--- src/design/vector3_arith_unit_core_defines.svh ---
// ---------------------------------------------------------------------------
// Vector ALU assertion macros
// Shared property templates for the vector arithmetic unit checks.
// ---------------------------------------------------------------------------
`ifndef VECTOR3_ARITH_UNIT_CORE_DEFINES_SVH
`define VECTOR3_ARITH_UNIT_CORE_DEFINES_SVH

// Same-cycle implication, checked on every rising edge outside reset.
`define V3A_ASSERT_SAME(lbl, ante, cons, msg) \
  lbl: assert property (@(posedge clk) disable iff (!rst_n) (ante) |-> (cons)) \
    else $error(msg);

// Next-cycle implication, checked on every rising edge outside reset.
`define V3A_ASSERT_NEXT(lbl, ante, cons, msg) \
  lbl: assert property (@(posedge clk) disable iff (!rst_n) (ante) |=> (cons)) \
    else $error(msg);

`endif

--- src/design/v3alu_pkg.sv ---
// ---------------------------------------------------------------------------
// Vector ALU package
// Widths, operation codes and shared types of the vector arithmetic unit.
// ---------------------------------------------------------------------------
package v3alu_pkg;

  // Operand width; operands are taken from the low bits of each field.
  localparam int COMP_WIDTH = 16;
  localparam int CW         = COMP_WIDTH;
  localparam int FIELD_W    = 16;
  localparam int RES_W      = 33;
  localparam int OP_W       = 3;

  // Derived arithmetic widths.
  localparam int PROD_W     = 2 * CW;
  localparam int SUM_W      = CW + 1;
  localparam int SQ_W       = 2 * CW;
  localparam int RAD_W      = SQ_W + 16;
  localparam int ROOT_W     = RAD_W / 2;
  localparam int NORM_SHIFT = 24;
  localparam int MAG_W      = CW + 1;
  localparam int NUM_W      = MAG_W + NORM_SHIFT;
  // The normalized magnitude never exceeds 1.0 in Q16.16.
  localparam int Q_W        = 17;

  typedef enum logic [OP_W-1:0] {
    OP_ADD   = 3'd0,
    OP_SUB   = 3'd1,
    OP_SCALE = 3'd2,
    OP_MULT  = 3'd3,
    OP_DOT   = 3'd4,
    OP_CROSS = 3'd5,
    OP_LEN   = 3'd6,
    OP_NORM  = 3'd7
  } op_t;

  // What one lane finds in its first stage.
  typedef struct packed {
    logic signed [PROD_W-1:0] m1;
    logic signed [PROD_W-1:0] m2;
    logic signed [SUM_W-1:0]  sum;
  } lane_res_t;

  // Sideband carried alongside the root and divide pipelines.
  typedef struct packed {
    op_t                        op;
    logic [2:0][CW-1:0]         a;
    logic [2:0][RES_W-1:0]      vec;
    logic [RES_W-1:0]           scalar;
  } sb_t;

endpackage

--- src/design/v3alu_lane.sv ---
// ---------------------------------------------------------------------------
// Vector ALU lane
// Per-component front stage: one sum and two products, registered.
// ---------------------------------------------------------------------------
module v3alu_lane import v3alu_pkg::*; (
  input  logic                 clk,
  input  logic                 adv,
  input  op_t                  op,
  input  logic signed [CW-1:0] a_self,
  input  logic signed [CW-1:0] b_self,
  input  logic signed [CW-1:0] a_j,
  input  logic signed [CW-1:0] a_k,
  input  logic signed [CW-1:0] b_j,
  input  logic signed [CW-1:0] b_k,
  input  logic signed [CW-1:0] s,
  output lane_res_t            res
);

  logic signed [CW-1:0] opa;
  logic signed [CW-1:0] opb;
  lane_res_t            res_nxt;
  lane_res_t            res_r;

  // Pick the operands of the main multiplier for this operation.
  always_comb begin
    case (op)
      OP_SCALE: begin
        opa = a_self;
        opb = s;
      end
      OP_MULT, OP_DOT: begin
        opa = a_self;
        opb = b_self;
      end
      OP_CROSS: begin
        opa = a_j;
        opb = b_k;
      end
      default: begin
        opa = a_self;
        opb = a_self;
      end
    endcase
  end

  // Main product, second cross term and the add or subtract.
  always_comb begin
    res_nxt.m1  = PROD_W'(opa) * PROD_W'(opb);
    res_nxt.m2  = PROD_W'(a_k) * PROD_W'(b_j);
    res_nxt.sum = (op == OP_SUB) ? SUM_W'(a_self) - SUM_W'(b_self)
                                 : SUM_W'(a_self) + SUM_W'(b_self);
  end

  always_ff @(posedge clk) begin
    if (adv) begin
      res_r <= res_nxt;
    end
  end

  assign res = res_r;

endmodule

--- config.mk ---
export PLATFORM = sky130hd
export DESIGN_NAME = v3alu_lane
export DESIGN_NICKNAME = d
export VERILOG_FILES = /design/src/design/vector3_arith_unit_core_defines.svh /design/src/design/v3alu_pkg.sv /design/src/design/v3alu_lane.sv
export SDC_FILE = /design/constraint.sdc
export NUM_CORES = 2
export LEC_CHECK = 0
export ABC_AREA = 1
export BUFFER_PORTS_ARGS = -buffer_cell sky130_fd_sc_hd__clkbuf_2
export CAP_MARGIN = 30
export CORE_MARGIN = 1.5
export CORE_UTILIZATION = 30
export CTS_BUF_LIST = sky130_fd_sc_hd__clkbuf_4
export CTS_CLUSTER_SIZE = 20
export DETAILED_ROUTE_END_ITERATION = 7
export MAX_ROUTING_LAYER = met4
export PLACE_DENSITY = 0.42
export SLEW_MARGIN = 40
export SYNTH_ARGS = -nofsm -noshare
export SYNTH_HDL_FRONTEND = slang
export SYNTH_SLANG_ARGS = --single-unit
export TNS_END_PERCENT = 50
--- constraint.sdc ---
create_clock -name clk -period 16.25 [get_ports clk]
set_input_delay 4.0625 -clock clk [delete_from_list [all_inputs] [get_ports clk]]
set_output_delay 4.0625 -clock clk [all_outputs]
set_load 0.02 [all_outputs]
Word-level counts from Yosys, hierarchy flattened
Cells that the tools add are included.
Word-level totals
  register bits after elaboration: 81
  logic and storage cells: 16
Cells by class
  eq/ne operators: 5
  reduce and logical (&&, ||, !) cells: 1
  mux-type cells: 3
  add/sub/neg operators: 2
  multipliers: 2
Operators by type and width (count)
  $mul A16 B16 Y32: 2
  $pmux W16 S3: 1
  $add A16 B16 Y17: 1
  $mux W17: 1
  $sub A16 B16 Y17: 1
  $mux W16: 1
  $eq A3 B2 Y1 const B: 2
  $eq A3 B3 Y1 const B: 2
  $eq A3 B1 Y1 const B: 1
  $reduce_or A2 Y1: 1

Depth between registers and ports, before layout
  depth in word-level cells: 4
  gate-level depth with buffers: 33
  gate-level depth less buffers: 32

Least setup slack after synthesis
Ideal clock, no wire load.
  path type: in2reg
  from: input op[0]
  to: register res_r, in the netlist res[73], data pin
  arrival time: 9.724 ns
  setup slack: 6.273 ns
  path buffers: 1
  required time: 15.997 ns
  cell stages on the path: 25
  cells stage by stage: o21ai_1 nand2_2 buf_6 o2111ai_4 nand2_1 inv_1 fa_1 fa_1 inv_1 fa_1 fa_1 inv_1 fa_1 inv_1 fa_1 inv_1 ha_1 nand2_1 nor2_1 nand2_1 inv_1 nand3_1 or2_2 nand4_1 nand2_1
RTL lines
  start: declaration: line v3alu_lane.sv:8  | input op_t op,
  end signal: assignment: line v3alu_lane.sv:56  | res_r <= res_nxt;
  end: declaration: line v3alu_lane.sv:22  | lane_res_t res_r;

==> metrics <==
Final Hold Slack=3.85 ns; DP HPWL=66200 um; Slowest-stage cell, CP=fa_1; FFs w/ async S/R, synth=0%; met1 Use GR=roughly 26%; number of global-route vias before repair=between 20000 and 25000; GP Congestion=approximately 0.89; post-CTS setup buffer count=0; layout cells sized above 1=under 10%; vias per inst=approximately 4.5; Post-Syn Area per Cell=7.74 sq um; Final nets=between 4000 and 5000; # IOs=roughly 200; GRT overflow=0; detailed-route wire length per cell=17.1 um; number of synthesized flops with an enable pin=81; startpoint types=input pin; initial antenna violation count=2; area of the multi-input gates=a little under 20000 sq um; Seq cells post-synth=81; CP Buf/Inv Count=9; port bufs=197; area grow syn2layout=8.58%; die height=298 um; fillers=9357; H-tree depth=3; synth warn=0; Synth Flop Type=edfxtp_1; max reg flops=81; final worst setup slack=5.56 ns; CP delay by family, top=adder cells; ANT nets after route=0; outcome=completed; count leader, synth=inv_1; First DRT Iteration DRCs=1113; DR vias=20700; maxcap violations=0; worst path required time=16.59 ns; worst rel slew slack=43.3%; GRT Resource Usage Total=19.3%; routing usage on met3=1.93%; Area contributors post-synth=fa_1 40%, inv_1 14%, nand2_1 14%, edfxtp_1 9.3%, ha_1 8.7%; most used cell, CP=inv_1; Horiz. Die Dim=approximately 300 um; top cell type's share of synthesized area=40.3%; Num CTS Buffers=9; grt met2 use=31.9%; drt pass-1 iters=5; CTS Sinks=81; Slew Viols, Final=0; Final Hold Viols=0; Longest Clk Path Bufs=2; Post-Place Worst Slack=around 5 ns; CTS Hold Buffers Added=0; final setup vio count=0; Remaining DRCs=0; DRT Wirelength=79500 um; syn_nets=4193; core region area=around 86000 sq um; Worst Max-Slew Pin Slew=0.848 ns; kind of critical path=input pin to register; Fmax=approximately 0.094 GHz; Worst path max stage delay=0.85 ns; Seq/Total Area, Yosys=9.33%; Setup crit end kind=register; Resize count post-CTS=0; area occupied by registers=2430 sq um; largest net degree at the start of global routing=a little over 50; Yosys cell types=33; Root Driver=clkbuf_4; setup TNS=0 ns; CTS clk-pin slew, worst paths=0.19 ns; synthesized area=26100 sq um; cells after synthesis=3370; Min-Delay Path Class=input pin to register; starting density of the core=a little under a third; RSZ-0062 raised after global routing=false; Final min period=10.69 ns; first-pass GRT wire length=129000 um; die area=between 80000 and 90000 sq um; top cell types by occurrence after synthesis=1001 x inv_1, 1000 x nand2_1, 525 x fa_1, 181 x ha_1, 132 x nand3_1; row cnt=107; crit path max fanout=31; TritonCTS clock tree=built; arrival time at the worst endpoint=11.04 ns; Final Cycle Share=about 66%; Top Usage Layer GRT=met2; biggest area consumer among synthesized cells=fa_1
## path summary, 6_finish.rpt
kind	depth (start not counted)	start	end
setup / recovery	27	op[1]	res[73]
hold / removal	3	b_self[0]	res[0]
## area by class of cell
cell class	instances	share of cell area (%)
timing repair buffer	201	3.62
inverter	1004	13.3
antenna	3	0.0265
clock inverter	7	0.336
clock buffer	9	0.239
sequential	81	8.59
multi-input combinational	2197	68.8
tap	1144	5.06
## metrics by stage
| stage | area, sq um | std cells | utilization, % |
|---|---|---|---|
| after floorplan | 26100 | 3370 | - |
| after global placement | 28100 | 4625 | 32.8 |
| after detailed placement | 28100 | 4626 | 32.8 |
| after CTS | 28300 | 4642 | 33.0 |
| after global routing | 28300 | 4645 | 33.0 |
| final | 28300 | 4646 | 33.0 |
## routing by layer
layer / up-vias / part of all wire, %
met5: - / 0
met4: 0 / 1.4
met3: 55 / 3.9
met2: 441 / 47
met1: 10200 / 48
li1: 9951 / -
## cell usage in the layout (no fill, tap or decap), types with 18 or more instances in the layout
cell and instances:
nand3_1 132, ha_1 180, xor2_1 52, or2_2 18, clkbuf_2 196, nand4_1 30
a21oi_1 67, fa_1 525, edfxtp_1 81, inv_1 1001, o21ai_0 27, nand2_1 1000
nor2_1 99
## cells by family (layout without fill, tap and decap cells)
family                     Yosys count  in the layout  share of synthesized area (%)
DFF                                 81             81                           9.33
buffers and inverters             1092           1221                           16.1
other                                0              3                              0
and+or+nand+nor                   1306           1306                           20.1
xor gates and xnor gates            58             58                           1.95
AOI/OAI and AO/OA                  127            127                           3.52
adders and majority gates          706            706                           49.0
Power is not shown: default switching activity piles up to over one toggle a cycle in this logic, so the estimate is an artifact.
