==> config.mk <==
export PLATFORM = sky130hd
export DESIGN_NAME = v3alu_div
export DESIGN_NICKNAME = d
export VERILOG_FILES = /design/src/design/vector3_arith_unit_core_defines.svh /design/src/design/v3alu_pkg.sv /design/src/design/v3alu_div.sv
export SDC_FILE = /design/constraint.sdc
export NUM_CORES = 2
export LEC_CHECK = 0
export BUFFER_PORTS_ARGS = -buffer_cell sky130_fd_sc_hd__buf_2
export CAP_MARGIN = 20
export CORE_UTILIZATION = 30
export CTS_CLUSTER_SIZE = 28
export DETAILED_ROUTE_END_ITERATION = 6
export PLACE_DENSITY_LB_ADDON = 0.05
export SLEW_MARGIN = 20
export SYNTH_ARGS = -nofsm -noshare
export SYNTH_HDL_FRONTEND = slang
export SYNTH_SLANG_ARGS = --single-unit
==> constraint.sdc <==
create_clock -name clk -period 4 [get_ports clk]
set_input_delay 0.8 -clock clk [delete_from_list [all_inputs] [get_ports clk]]
set_output_delay 0.8 -clock clk [all_outputs]
set_load 0.005 [all_outputs]
==> src/design/vector3_arith_unit_core_defines.svh <==
// ---------------------------------------------------------------------------
// Vector ALU assertion macros
// Shared property templates for the vector arithmetic unit checks.
// ---------------------------------------------------------------------------
`ifndef VECTOR3_ARITH_UNIT_CORE_DEFINES_SVH
`define VECTOR3_ARITH_UNIT_CORE_DEFINES_SVH

// Same-cycle implication, checked on every rising edge outside reset.
`define V3A_ASSERT_SAME(lbl, ante, cons, msg) \
  lbl: assert property (@(posedge clk) disable iff (!rst_n) (ante) |-> (cons)) \
    else $error(msg);

// Next-cycle implication, checked on every rising edge outside reset.
`define V3A_ASSERT_NEXT(lbl, ante, cons, msg) \
  lbl: assert property (@(posedge clk) disable iff (!rst_n) (ante) |=> (cons)) \
    else $error(msg);

`endif

==> src/design/v3alu_pkg.sv <==
// ---------------------------------------------------------------------------
// Vector ALU package
// Widths, operation codes and shared types of the vector arithmetic unit.
// ---------------------------------------------------------------------------
package v3alu_pkg;

  // Operand width; operands are taken from the low bits of each field.
  localparam int COMP_WIDTH = 16;
  localparam int CW         = COMP_WIDTH;
  localparam int FIELD_W    = 16;
  localparam int RES_W      = 33;
  localparam int OP_W       = 3;

  // Derived arithmetic widths.
  localparam int PROD_W     = 2 * CW;
  localparam int SUM_W      = CW + 1;
  localparam int SQ_W       = 2 * CW;
  localparam int RAD_W      = SQ_W + 16;
  localparam int ROOT_W     = RAD_W / 2;
  localparam int NORM_SHIFT = 24;
  localparam int MAG_W      = CW + 1;
  localparam int NUM_W      = MAG_W + NORM_SHIFT;
  // The normalized magnitude never exceeds 1.0 in Q16.16.
  localparam int Q_W        = 17;

  typedef enum logic [OP_W-1:0] {
    OP_ADD   = 3'd0,
    OP_SUB   = 3'd1,
    OP_SCALE = 3'd2,
    OP_MULT  = 3'd3,
    OP_DOT   = 3'd4,
    OP_CROSS = 3'd5,
    OP_LEN   = 3'd6,
    OP_NORM  = 3'd7
  } op_t;

  // What one lane finds in its first stage.
  typedef struct packed {
    logic signed [PROD_W-1:0] m1;
    logic signed [PROD_W-1:0] m2;
    logic signed [SUM_W-1:0]  sum;
  } lane_res_t;

  // Sideband carried alongside the root and divide pipelines.
  typedef struct packed {
    op_t                        op;
    logic [2:0][CW-1:0]         a;
    logic [2:0][RES_W-1:0]      vec;
    logic [RES_W-1:0]           scalar;
  } sb_t;

endpackage

==> src/design/v3alu_div.sv <==
// ---------------------------------------------------------------------------
// Vector ALU divider
// Pipelined restoring divide of one component by the length, one bit a stage.
// ---------------------------------------------------------------------------
module v3alu_div import v3alu_pkg::*; (
  input  logic                    clk,
  input  logic                    adv,
  input  logic signed [CW-1:0]    a_in,
  input  logic [ROOT_W-1:0]       den,
  output logic signed [RES_W-1:0] quo
);

  typedef struct packed {
    logic [ROOT_W-1:0] rem;
    logic [Q_W-1:0]    num;
    logic [Q_W-1:0]    q;
    logic [ROOT_W-1:0] den;
    logic              neg;
  } dv_stage_t;

  dv_stage_t        st_r   [Q_W];
  dv_stage_t        st_nxt [Q_W];
  dv_stage_t        st_in;
  logic [MAG_W-1:0] mag;
  logic [NUM_W-1:0] numer;
  logic [RES_W-1:0] q_ext;

  // One quotient bit: shift in a numerator bit and try to subtract.
  function automatic dv_stage_t dv_step(dv_stage_t cur);
    logic [ROOT_W:0] sh;
    logic            ge;
    dv_stage_t       nxt;
    sh      = {cur.rem, cur.num[Q_W-1]};
    ge      = (sh >= {1'b0, cur.den});
    nxt     = cur;
    nxt.rem = ge ? ROOT_W'(sh - {1'b0, cur.den}) : ROOT_W'(sh);
    nxt.num = cur.num << 1;
    nxt.q   = {cur.q[Q_W-2:0], ge};
    return nxt;
  endfunction

  // Magnitude times 2^24; the high part is already below the length.
  always_comb begin
    mag       = a_in[CW-1] ? MAG_W'(-MAG_W'(a_in)) : MAG_W'(a_in);
    numer     = {mag, NORM_SHIFT'(0)};
    st_in.rem = ROOT_W'(numer[NUM_W-1:Q_W]);
    st_in.num = numer[Q_W-1:0];
    st_in.q   = '0;
    st_in.den = den;
    st_in.neg = a_in[CW-1];
  end

  always_comb begin
    st_nxt[0] = dv_step(st_in);
    for (int k = 1; k < Q_W; k++) begin
      st_nxt[k] = dv_step(st_r[k-1]);
    end
  end

  always_ff @(posedge clk) begin
    if (adv) begin
      for (int k = 0; k < Q_W; k++) begin
        st_r[k] <= st_nxt[k];
      end
    end
  end

  // Truncation toward zero: restore the sign on the magnitude.
  assign q_ext = RES_W'(st_r[Q_W-1].q);
  assign quo   = st_r[Q_W-1].neg ? $signed(-q_ext) : $signed(q_ext);

endmodule

# Yosys cells after proc, flatten, opt, wreduce, memory -nomap -nowiden
# Memory sizes are Yosys's and may differ from the RTL's.
# Index checks and enable logic that the tools add are counted.
# totals
regBits,0
latchBits,0
ramBits,1394
rom_bits,0
in_bits,42
output_inout_bits,33
wordCells,58
memories,1
# mem_list
memory,depth,width,read_ports,rd_clocked_by_memory_dff,write_ports,line_no,rtl
st_r,17,82,17,0,17,v3alu_div.sv:21,dv_stage_t st_r [Q_W];
# classes
addsub,19
multipliers,0
div_mod_pow,0
order_cmp,17
eq_ne,0
shift,0
muxes,21
bitwise_logic,0
reduce_logical,0
# ops
cell,count
25-bit by 24-bit greater-or-equal comparator with 1-bit output,17
24-bit two-way mux,17
24-bit subtractor,17
33-bit two-way mux,1
17-bit negation with 33-bit output,1
17-bit two-way mux,1
16-bit negation with 17-bit output,1
1-bit two-way mux,2

# Longest topological paths before layout
# depth
ltp_word,4
depth_mapped,17
mapped_depth_nobuf,16

# Worst setup path before layout
# OpenSTA, ideal clock, no wires.
# synth_timing
path_kind,input to register
from,input port a_in[7]
to,memory st_r[0][72] (netlist bit) (data pin)
setup_time_ns,0.260
arrival_ns,4.018
required_ns,3.740
slack_ns,-0.278
cell_stages,14
path_buffers,1
cell_sequence,or4_1 -> or3_1 -> nand2_1 -> xnor2_1 -> ha_1 -> a21o_1 -> a21o_1 -> a21oi_1 -> o221ai_1 -> o211ai_1 -> nand2_1 -> o21ai_1 -> clkbuf_1 -> mux2_2
# synth_rtl
element,line_no,rtl
start: declaration,v3alu_div.sv:8,"input logic signed [CW-1:0] a_in,"
end: declaration,v3alu_div.sv:21,

==> summary.md <==
| Metric | Value |
|---|---|
| Asr flop ratio synth | `0` |
| Top flop regs | `st_r x938` |
| Largest Register | `st_r` |
| Synth warn | `0` |
| Hold bufs inserted after CTS | `0` |
| Area of the multi-input gates | `between 20000 and 25000 um^2` |
| VDD IR max | `approximately 0.43 mV` |
| Crit path capture type | `flip-flop` |
| WL/cell | `17.7 um` |
| Fillcell total | `about 18000` |
| IO Pins | `75` |
| Max-Cap Viols | `0` |
| Die W | `around 430 um` |
| Power per standard cell area | `just under 800 nW/um^2` |
| Pre-antenna DRT Iters | `4` |
| Period utilization | `0.940` |
| Leakage | `around 26 nW` |
| Post-Place Setup Slack | `-0.512 ns` |
| Cell accounting for the most synthesized area | `edfxtp_1` |
| RSZ-0062 raised after global routing | `no` |
| Total wire length | `between 100 and 150 mm` |
| Main synth FF type | `edfxtp_1` |
| Number of flip-flops in the largest register | `roughly 940` |
| Final Critical Period | `approximately 3.8 ns` |
| Layout Nets | `between 5000 and 6000` |
| Layout Skew | `between 0.02 and 0.03 ns` |
| Synthesized cell area | `around 54000 um^2` |
| Maximum buffer depth of the clock tree | `3` |
| Fmax | `~270 MHz` |
| Yosys reg bits | `~940` |
| Initial core utilization | `0.302` |
| Synthesized Nets | `5258` |
| Slew HR | `0.291` |
| Hold Fails Final Rpt | `0` |
| Buffers on Ports | `74` |
| Cell with the most instances after synthesis | `edfxtp_1` |
| Library cells used by synthesis | `87` |
| Pin count of the biggest net entering global routing | `roughly 110` |
| Final Util | `0.351` |
| Final setup viols | `0` |
| Crit-path max FO | `7` |
| Core area | `between 150000 and 200000 um^2` |
| Initial DRC Count | `1285` |
| CTS Buf Count | `117` |
| FP Rows | `155` |
| Hold WC Path Type | `primary input to flip-flop` |
| CTS tree | `built` |
| Number of antenna violations at the first check in global routing | `1` |
| Vias post-DR | `35701` |
| Finished Cell Area | `62600 um^2` |
| Worst-Skew Late Latency | `about 0.75 ns` |
| GRT overflow | `0` |
| P&R area growth vs syn | `16.1%` |
| Outcome | `completed` |
| EDFF count, synth | `938` |
| Yosys top cell area share | `0.522` |
| Worst hold margin | `around 0.25 ns` |
| DRT antenna net count | `0` |
| Synth area leaders | `edfxtp_1, ha_1, inv_1` |
| Clock sink total | `around 940` |
| Most frequent cells after synthesis | `edfxtp_1, inv_1, ha_1, a21oi_1, nor2_1` |
| Sequential area share after synthesis | `0.522` |
| Clock-pin transition on the worst setup and hold timing paths | `0.06 ns` |
| Type of origin of the critical path | `flip-flop` |
| Syn Inst Count | `~4800` |
| Share of layout cells above drive strength 1 | `0.136` |
| CP cell instances | `inv_1, ha_1, nor2b_1, o21ai_0, a21boi_0, o31ai_1, a21oi_1, a211o_1, o211ai_2, and3_1, buf_4, mux2_2` |
| Syn Area/Cell | `between 10 and 15 um^2` |
| Crit Path Category | `flip-flop to flip-flop` |
| Post-DP HPWL | `roughly 100 mm` |
| CP peak stage delay | `just over 0.6 ns` |
| Die height | `approximately 430 um` |
| Drt via density | `around 4.7` |
| Crit-path slowest cell | `o31ai_1` |
| Worst Tran Pin Value | `approximately 1.1 ns` |
| # DRC | `0` |
| Final worst slack | `0.240 ns` |
| R2R setup slack | `between 0.2 and 0.25 ns` |
| CP Data Arrival Time | `~4.3 ns` |
| Pins Over Slew Limit | `0` |
| Post-place instance area | `roughly 59000 um^2` |
| Root Driver | `clkbuf_16` |
| H-tree depth | `3` |
| Vias in the first global route | `37905` |
| GRT Resource Usage Total | `0.146` |
| First-pass GRT wire length | `~210 mm` |
| Worst Path Required | `between 4 and 5 ns` |
| GPL Wtd Cong | `roughly 0.82` |
| FF+latch area | `about 28000 um^2` |
| Die area | `about 180000 um^2` |
==> critical path: cells and delay by family (launching register included) <==
kind                       cells  cell delay (ns)
AOI/OAI and AO/OA              6             1.91
adders and majority gates      1             0.30
buffers and inverters          2             0.24
DFF                            1             0.35
muxes                          1             0.34
and+or+nand+nor                2             0.37
==> report_power, final <==
group,internal (mW),switching [mW],leakage (nW)
clock network,6.41,4.41,1.92
registers,14.5,1.31,9.15
logic,10.3,12.3,14.5
total,31.3,18.0,25.5
==> final cells by class <==
cell class | count | area share
Clock inverter | 82 | 0.0152
Inverter | 525 | 0.0315
Timing Repair Buffer | 277 | 0.0348
Tap cell | 2355 | 0.0471
Sequential cell | 938 | 0.450
Multi-Input combinational cell | 3223 | 0.374
Antenna cell | 1 | 0.0000400
Clock buffer | 133 | 0.0477
==> layout by cell type, fill, tap and decap left out, types with 43 or more instances in the layout <==
master | synthesis | routed
edfxtp_1 | 938 | 938
buf_2 | 13 | 73
mux2_2 | 162 | 162
xor2_1 | 97 | 97
nor2b_1 | 57 | 57
nand3_1 | 84 | 84
o21ai_0 | 234 | 234
nand4_1 | 46 | 46
nand2_1 | 265 | 265
a31oi_1 | 43 | 43
nor3_1 | 61 | 60
a21oi_1 | 385 | 384
inv_1 | 523 | 523
o21a_1 | 83 | 83
ha_1 | 403 | 403
buf_4 | 3 | 181
nor2_1 | 324 | 324
nand2b_1 | 48 | 48
xnor2_1 | 221 | 221
a21o_1 | 168 | 168
clkbuf_16 | 0 | 117
o21bai_1 | 45 | 44
==> timing repair <==
action | 4_1_cts | 5_1_grt
setup buffers | 0 | 2
gates resized for setup | 1 | 1
endpoints found under the setup margin | 1 | 1
==> metrics by stage <==
step | TNS, ns | total power [mW] | cells
final | 0 | 49.3 | 7534
after detailed placement | -9.19 | 38.8 | 7316
after global routing | 0 | 52.8 | 7534
after floorplan | -0.0847 | 31.9 | 4798
after global placement | -9.51 | 38.8 | 7316
after CTS | 0 | 50.1 | 7531
==> worst paths after layout <==
kind	from	end	cells after the start
min reg2reg	st_r[4][0]	st_r[4][82]	0
max	st_r[4][84]	st_r[5][79]	12
min	den[10]	st_r[0][11]	1
max reg2reg	st_r[4][84]	st_r[5][79]	12
==> logic make-up (layout without fill, tap and decap cells) <==
logic type / Yosys count / in the layout / share of synthesized area
adders and majority gates: 418 / 418 / 0.0991
muxes: 196 / 196 / 0.0418
buffers and inverters: 637 / 1017 / 0.0453
AOI/OAI and AO/OA: 1220 / 1220 / 0.144
and+or+nand+nor: 1071 / 1071 / 0.0956
other: 0 / 1 / 0
DFF: 938 / 938 / 0.522
xor gates and xnor gates: 318 / 318 / 0.0516
==> per-layer routing <==
metal,global-route usage,vias up,share of wire
li1,-,18112,-
met1,0.126,16830,0.34
met2,0.307,448,0.58
met3,0.0208,311,0.023
met4,0.0864,0,0.063
met5,0,-,0
Note: power is estimated with default switching activity, not from simulation.
