$ cat config.mk
export PLATFORM = sky130hd
export DESIGN_NAME = v3alu_sqrt
export DESIGN_NICKNAME = d
export VERILOG_FILES = /design/src/design/vector3_arith_unit_core_defines.svh /design/src/design/v3alu_pkg.sv /design/src/design/v3alu_sqrt.sv
export SDC_FILE = /design/constraint.sdc
export NUM_CORES = 2
export LEC_CHECK = 0
export ABC_AREA = 0
export BUFFER_PORTS_ARGS = -buffer_cell sky130_fd_sc_hd__buf_2
export CAP_MARGIN = 10
export CORE_UTILIZATION = 45
export CTS_CLUSTER_DIAMETER = 150
export DETAILED_ROUTE_END_ITERATION = 8
export HOLD_SLACK_MARGIN = 0.05
export REMOVE_ABC_BUFFERS = 1
export SLEW_MARGIN = 30
export SYNTH_ARGS = -nofsm -noshare
export SYNTH_HDL_FRONTEND = slang
export SYNTH_SLANG_ARGS = --single-unit
$ cat constraint.sdc
create_clock -name clk -period 6.33 [get_ports clk]
set_clock_uncertainty 0.15 [all_clocks]
set_input_delay 0.3165 -clock clk [delete_from_list [all_inputs] [get_ports clk]]
set_output_delay 0.3165 -clock clk [all_outputs]
set_load 0.005 [all_outputs]
$ cat src/design/vector3_arith_unit_core_defines.svh
// ---------------------------------------------------------------------------
// Vector ALU assertion macros
// Shared property templates for the vector arithmetic unit checks.
// ---------------------------------------------------------------------------
`ifndef VECTOR3_ARITH_UNIT_CORE_DEFINES_SVH
`define VECTOR3_ARITH_UNIT_CORE_DEFINES_SVH

// Same-cycle implication, checked on every rising edge outside reset.
`define V3A_ASSERT_SAME(lbl, ante, cons, msg) \
  lbl: assert property (@(posedge clk) disable iff (!rst_n) (ante) |-> (cons)) \
    else $error(msg);

// Next-cycle implication, checked on every rising edge outside reset.
`define V3A_ASSERT_NEXT(lbl, ante, cons, msg) \
  lbl: assert property (@(posedge clk) disable iff (!rst_n) (ante) |=> (cons)) \
    else $error(msg);

`endif

$ cat src/design/v3alu_pkg.sv
// ---------------------------------------------------------------------------
// Vector ALU package
// Widths, operation codes and shared types of the vector arithmetic unit.
// ---------------------------------------------------------------------------
package v3alu_pkg;

  // Operand width; operands are taken from the low bits of each field.
  localparam int COMP_WIDTH = 16;
  localparam int CW         = COMP_WIDTH;
  localparam int FIELD_W    = 16;
  localparam int RES_W      = 33;
  localparam int OP_W       = 3;

  // Derived arithmetic widths.
  localparam int PROD_W     = 2 * CW;
  localparam int SUM_W      = CW + 1;
  localparam int SQ_W       = 2 * CW;
  localparam int RAD_W      = SQ_W + 16;
  localparam int ROOT_W     = RAD_W / 2;
  localparam int NORM_SHIFT = 24;
  localparam int MAG_W      = CW + 1;
  localparam int NUM_W      = MAG_W + NORM_SHIFT;
  // The normalized magnitude never exceeds 1.0 in Q16.16.
  localparam int Q_W        = 17;

  typedef enum logic [OP_W-1:0] {
    OP_ADD   = 3'd0,
    OP_SUB   = 3'd1,
    OP_SCALE = 3'd2,
    OP_MULT  = 3'd3,
    OP_DOT   = 3'd4,
    OP_CROSS = 3'd5,
    OP_LEN   = 3'd6,
    OP_NORM  = 3'd7
  } op_t;

  // What one lane finds in its first stage.
  typedef struct packed {
    logic signed [PROD_W-1:0] m1;
    logic signed [PROD_W-1:0] m2;
    logic signed [SUM_W-1:0]  sum;
  } lane_res_t;

  // Sideband carried alongside the root and divide pipelines.
  typedef struct packed {
    op_t                        op;
    logic [2:0][CW-1:0]         a;
    logic [2:0][RES_W-1:0]      vec;
    logic [RES_W-1:0]           scalar;
  } sb_t;

endpackage

$ cat src/design/v3alu_sqrt.sv
// ---------------------------------------------------------------------------
// Vector ALU square root
// Pipelined restoring square root, one result bit per stage.
// ---------------------------------------------------------------------------
module v3alu_sqrt import v3alu_pkg::*; (
  input  logic              clk,
  input  logic              adv,
  input  logic [SQ_W-1:0]   sq_sum,
  output logic [ROOT_W-1:0] root
);

  localparam int REM_W = ROOT_W + 2;

  typedef struct packed {
    logic [REM_W-1:0]  rem;
    logic [ROOT_W-1:0] root;
    logic [RAD_W-1:0]  rad;
  } sq_stage_t;

  sq_stage_t st_r   [ROOT_W];
  sq_stage_t st_nxt [ROOT_W];
  sq_stage_t st_in;

  // One digit: bring down two radicand bits and try to subtract 4*root+1.
  function automatic sq_stage_t sq_step(sq_stage_t cur);
    logic [REM_W+1:0] sh;
    logic [REM_W+1:0] trial;
    logic             ge;
    sq_stage_t        nxt;
    sh       = {cur.rem, cur.rad[RAD_W-1 -: 2]};
    trial    = (REM_W+2)'({cur.root, 2'b01});
    ge       = (sh >= trial);
    nxt.rem  = ge ? REM_W'(sh - trial) : REM_W'(sh);
    nxt.root = {cur.root[ROOT_W-2:0], ge};
    nxt.rad  = cur.rad << 2;
    return nxt;
  endfunction

  // Radicand is the sum of squares scaled by 2^16.
  always_comb begin
    st_in.rem  = '0;
    st_in.root = '0;
    st_in.rad  = {sq_sum, 16'b0};
  end

  always_comb begin
    st_nxt[0] = sq_step(st_in);
    for (int k = 1; k < ROOT_W; k++) begin
      st_nxt[k] = sq_step(st_r[k-1]);
    end
  end

  always_ff @(posedge clk) begin
    if (adv) begin
      for (int k = 0; k < ROOT_W; k++) begin
        st_r[k] <= st_nxt[k];
      end
    end
  end

  assign root = st_r[ROOT_W-1].root;

endmodule

### After elaboration in Yosys (flattened, before gate mapping)

Memories as Yosys holds them, arrays and structs flattened.
Index checks and enable logic that the tools add are counted.

| cells by class | value |
|---|---|
| multiplexer cells | 26 |
| $lt $le $gt $ge | 24 |
| add/subtract/negate cells | 24 |

Operators with widths:

| cell | count |
|---|---|
| $ge 28x26->1 | 23 |
| $mux 26 | 24 |
| $sub 26x26->26 | 23 |
| $sub 2x1->3 const B | 1 |
| $ge 2x1->1 const B | 1 |
| $mux 1 | 2 |

| storage, ports and cells | value |
|---|---|
| memory bits (writable) | 2304 |
| word-level logic and storage cells | 75 |
| register bits | 0 |
| output and inout port bits | 24 |
| memories | 1 |

Memory list:

| memory | depth | width | rd ports | clocked after memory_dff | write ports | RTL line | text |
|---|---|---|---|---|---|---|---|
| st_r | 24 | 96 | 24 | 0 | 24 | v3alu_sqrt.sv:20 | `sq_stage_t st_r [ROOT_W];` |

### Depth between registers and ports, before layout

An unclocked memory read counts as a cell.

| depth | value |
|---|---|
| depth in word-level cells | 3 |
| depth in mapped cells | 14 |

### Least setup slack after synthesis

OpenSTA, ideal clock, no wires.

| path | value |
|---|---|
| path type | register to register |
| start | mem st_r[2][454] in the netlist's numbering |
| end | mem st_r[2][552] in the netlist's numbering, data pin |
| buffers on the path | 1 |
| period minus slack after synthesis | 3639 ps |
| setup slack | 2691 ps |
| stages on the path, launching flop included | 11 |
| data arrival time | 3229 ps |
| data required time | 5920 ps |
| path through | edfxtp_1 ha_1 fa_1 a211oi_1 o211ai_1 a41o_1 a41oi_1 a21oi_1 nor3b_1 clkbuf_1 mux2_2 |

RTL lines:

| element | RTL line |
|---|---|
| from (decl) | v3alu_sqrt.sv:20 |

==> summary.md <==
| Metric | Value |
|---|---|
| Largest net degree at the start of global routing | 205 |
| Worst-margin pin slew | 990.0 ps |
| Synth unique cells | 89 |
| Largest registers | st_r x1096 |
| Most used DFF post-synth | edfxtp_1 |
| Antenna diode count | 0 |
| # clock sinks | 1096 |
| Non-Filler Instances | 6382 |
| Nets | 5008 |
| # fillers | 10606 |
| Fin crit period | 4364 ps |
| Status | complete, but fails checks |
| Num CTS Buffers | 119 |
| Critical path class | flop to flop |
| Placed insts | 6123 |
| Clk slew on worst S/H paths | 60 ps |
| Crit path cell chain | ha_1 > fa_1 > a211oi_1 > o21ai_0 > a2111oi_0 > nor3_1 > nor4b_4 > buf_4 > mux2_2 |
| Number of synthesized flops with an enable pin | 1096 |
| # DRC | 1 |
| Clock root buffer master | clkbuf_16 |
| Yosys warnings | 0 |
| Asr flop ratio synth | 0% |
| Buffers on Ports | 57 |
| Top cell type's share of synthesized area | 59.64% |
| Crit. End Element | flop |
| Core Region | 121700 µm² |
| Hold Violations, Final | 0 |
| Overall global routing resource usage | 16.25% |
| Horiz. Die Dim | 352.2 µm |
| Max-Cap Viols | 0 |
| Hold Path Stages | 2 |
| HP Start | sq_sum[28] |
| RR Endpoint | st_r[2][270] |
| Num rows | 128 |
| Syn Area/Cell | 12.23 µm² |
| HPWL Detailed | 72100 µm |
| CP peak stage delay | 890 ps |
| Via count | 33779 |
| Mapped cell area | 55190 µm² |
| Max Slew Vio Count | 0 |
| Seq/Total Area, Yosys | 59.64% |
| R2R Setup Slk | 1970 ps |
| Crit-path slowest cell | a2111oi_0 |
| Reg2Reg Depth | 9 |
| Die Y | 352.2 µm |
| Crit path launch type | flop |
| Post-route clock period utilization | 68.94% |
| Crit path buf inv count | 1 |
| Reg with most FFs | st_r |
| CP Data Required Time | 6640 ps |
| Top Ports | 58 |
| CP delay by family, top | compound AO/OA/AOI/OAI gates |
| Insertion delay to the later sink of the worst-skew pair | 720 ps |
| CTS Buffer Depth | 3 |
| Synthesized flop and latch total | 1096 |
| Leakage power | 23.73 nW |
| Mapped Cells | 4514 |
| Share of layout cells above drive strength 1 | 8.219% |
| Die area | 124000 µm² |
| Remaining Overflow, GRT | 0 |
| RSZ-0062 raised after global routing | no |
| Power Density | 334.5 nW/µm² |
| Sequential cell area | 32910 µm² |
| Drt pass-1 iters | 8 |
| R2R Path Start | st_r[2][166] |
| Routability cong. | 0.8587 |
| Setup violators final | 0 |
| Final WL | 102100 µm |
| WP data arrival | 4680 ps |
| Fmax | 229.2 MHz |
| DRT iter0 DRCs | 2335 |
| Starting Density | 45.34% |
| Fin Setup TNS | 0 ps |
| Vias in the first global route | 32491 |
| Synth area leader | edfxtp_1 |
| CTS tree | yes |
| Worst slew margin | 32.29% |
| Vias/cell | 5.293 |
| H-tree levels | 3 |
| # Post-CTS Setup Buffers | 0 |
| Area Overhead vs Synth | 12.14% |
| Multi-input gate area | 20390 µm² |
| Antenna violations before repair | 1 |
| Top cells by area, synth | edfxtp_1 60%, ha_1 7.1%, xnor2_1 3.4% |
| Post-DRT Antenna Nets | 0 |
| Worst VDD drop | 251.9 µV |
| HP Class | input port to flop |
| Post_cts resized | 0 |
| Max reg flops | 1096 |
| CP max FO | 13 |
| Avg WL per Cell | 16.00 µm |
| Failing checks | DRC |
| Hold-fix buffers at CTS | 34 |
| Min-Delay Endpoint | st_r[0][44] |
| First-pass GRT wire length | 166200 µm |
[synthesized netlist by cell type (7+ instances only)]
cell type	count
fa_1	7
a21o_1	95
o21bai_1	34
a21boi_0	8
nand2b_1	57
o41ai_1	8
o31ai_1	31
nand3_1	91
nand3b_1	14
or3_1	55
or2_2	29
a21oi_1	271
nand2_1	302
edfxtp_1	1096
a211oi_1	34
xor2_1	206
nand4_1	36
nor4b_1	10
xnor2_1	216
o221ai_1	7
nor3b_1	15
nor4_1	72
or4_1	33
nand4b_1	14
nor3_1	112
buf_4	24
ha_1	311
clkbuf_1	64
inv_1	382
o2111ai_1	9
a211o_1	7
a31oi_1	27
o211ai_1	26
nor2_1	263
and2_1	20
o21a_1	58
nor2b_1	35
o21ai_0	233
and3_1	27
mux2_2	62
[report_power, final]
| part | leakage [nW] | internal (mW) | total (mW) | switching (mW) |
|---|---|---|---|---|
| Combinational | 11.4 | 1.63 | 3.67 | 2.05 |
| Clock | 2.02 | 4.41 | 7.24 | 2.83 |
| Sequential | 10.4 | 9.19 | 9.78 | 0.595 |
[worst reg2reg max path, cell delays in order (launching register included)]
cell and delay, ps:
edfxtp_1 470, ha_1 260, fa_1 430, a211oi_1 330
o21ai_0 210, a2111oi_0 890, nor3_1 250, nor4b_4 480
buf_4 290, mux2_2 360
[final cells by class]
cell class                 count  share of cell area, %
clock buffer                 142                  5.055
clock inverter                80                  1.626
inverter                     385                  2.335
multi-input combinational   2933                  32.95
sequential                  1096                  53.18
tap                         1625                  3.285
timing repair buffer         121                  1.569
[through the flow]
step | hold WS (ps) | total power [mW] | util, % | area [µm²] | setup slack, ps
final | 160.7 | 20.70 | 50.84 | 61880 | 1966
after global routing | 110.2 | 21.77 | 50.84 | 61880 | 1663
after CTS | 82.59 | 20.94 | 50.76 | 61780 | 1969
after detailed placement | 254.5 | 13.56 | 47.08 | 57310 | 2013
after global placement | 250.4 | 13.51 | 47.07 | 57300 | 1724
after floorplan | 250.3 | 12.50 | - | 54710 | 1150
[logic make-up after synthesis]
kind of cell | share of synthesized area [%]
simple gates | 11.12
flops | 59.64
compound gates | 10.44
buf+inv | 3.476
xor+xnor | 6.697
fa+ha+maj | 7.305
mux | 1.320
other cells | 0.006795
[metal layers]
layer | part of all wire, % | routed length [µm] | vias up | GRT usage [%]
met5 | 0 | 0 | - | 0
met4 | 2.0 | 2038 | 0 | 4.722
met3 | 4.0 | 4086 | 142 | 2.530
met2 | 47 | 47690 | 547 | 26.36
met1 | 47 | 48290 | 16086 | 22.54
li1 | - | - | 17004 | -
[placed cells by master, fill, tap and decap left out, types with 20 or more instances in the layout]
cell type / count
ha_1: 311
o21ai_0: 233
xor2_1: 206
mux2_2: 62
or4_1: 33
clkinv_1: 23
buf_2: 56
clkbuf_16: 122
o21bai_1: 34
o21a_1: 58
a211oi_1: 34
nor4_1: 71
bufinv_16: 22
buf_4: 23
a21oi_1: 271
edfxtp_1: 1096
clkbuf_1: 20
inv_1: 382
or2_2: 29
nor2_1: 263
dlygate4sd3_1: 34
nand2_1: 301
a21o_1: 95
o211ai_1: 26
and3_1: 26
a31oi_1: 27
nand4_1: 36
or3_1: 55
nand3_1: 90
clkinv_2: 24
and2_1: 20
nand2b_1: 57
o31ai_1: 31
nor3_1: 112
nor2b_1: 35
xnor2_1: 216
[how the worst max path moves through the flow]
| stage | cells after the start | to | startpoint |
|---|---|---|---|
| 6_report | 9 | st_r[2][270] | st_r[2][166] |
| 5_1_grt | 9 | st_r[2][270] | st_r[2][166] |
| 4_1_cts | 9 | st_r[2][270] | st_r[2][166] |
| 3_5_place_dp | 9 | st_r[2][270] | st_r[2][166] |
| 3_3_place_gp | 10 | st_r[2][284] | st_r[2][166] |
| 2_1_floorplan | 11 | st_r[2][187] | st_r[2][70] |
Note: power is estimated with default switching activity, not from simulation.
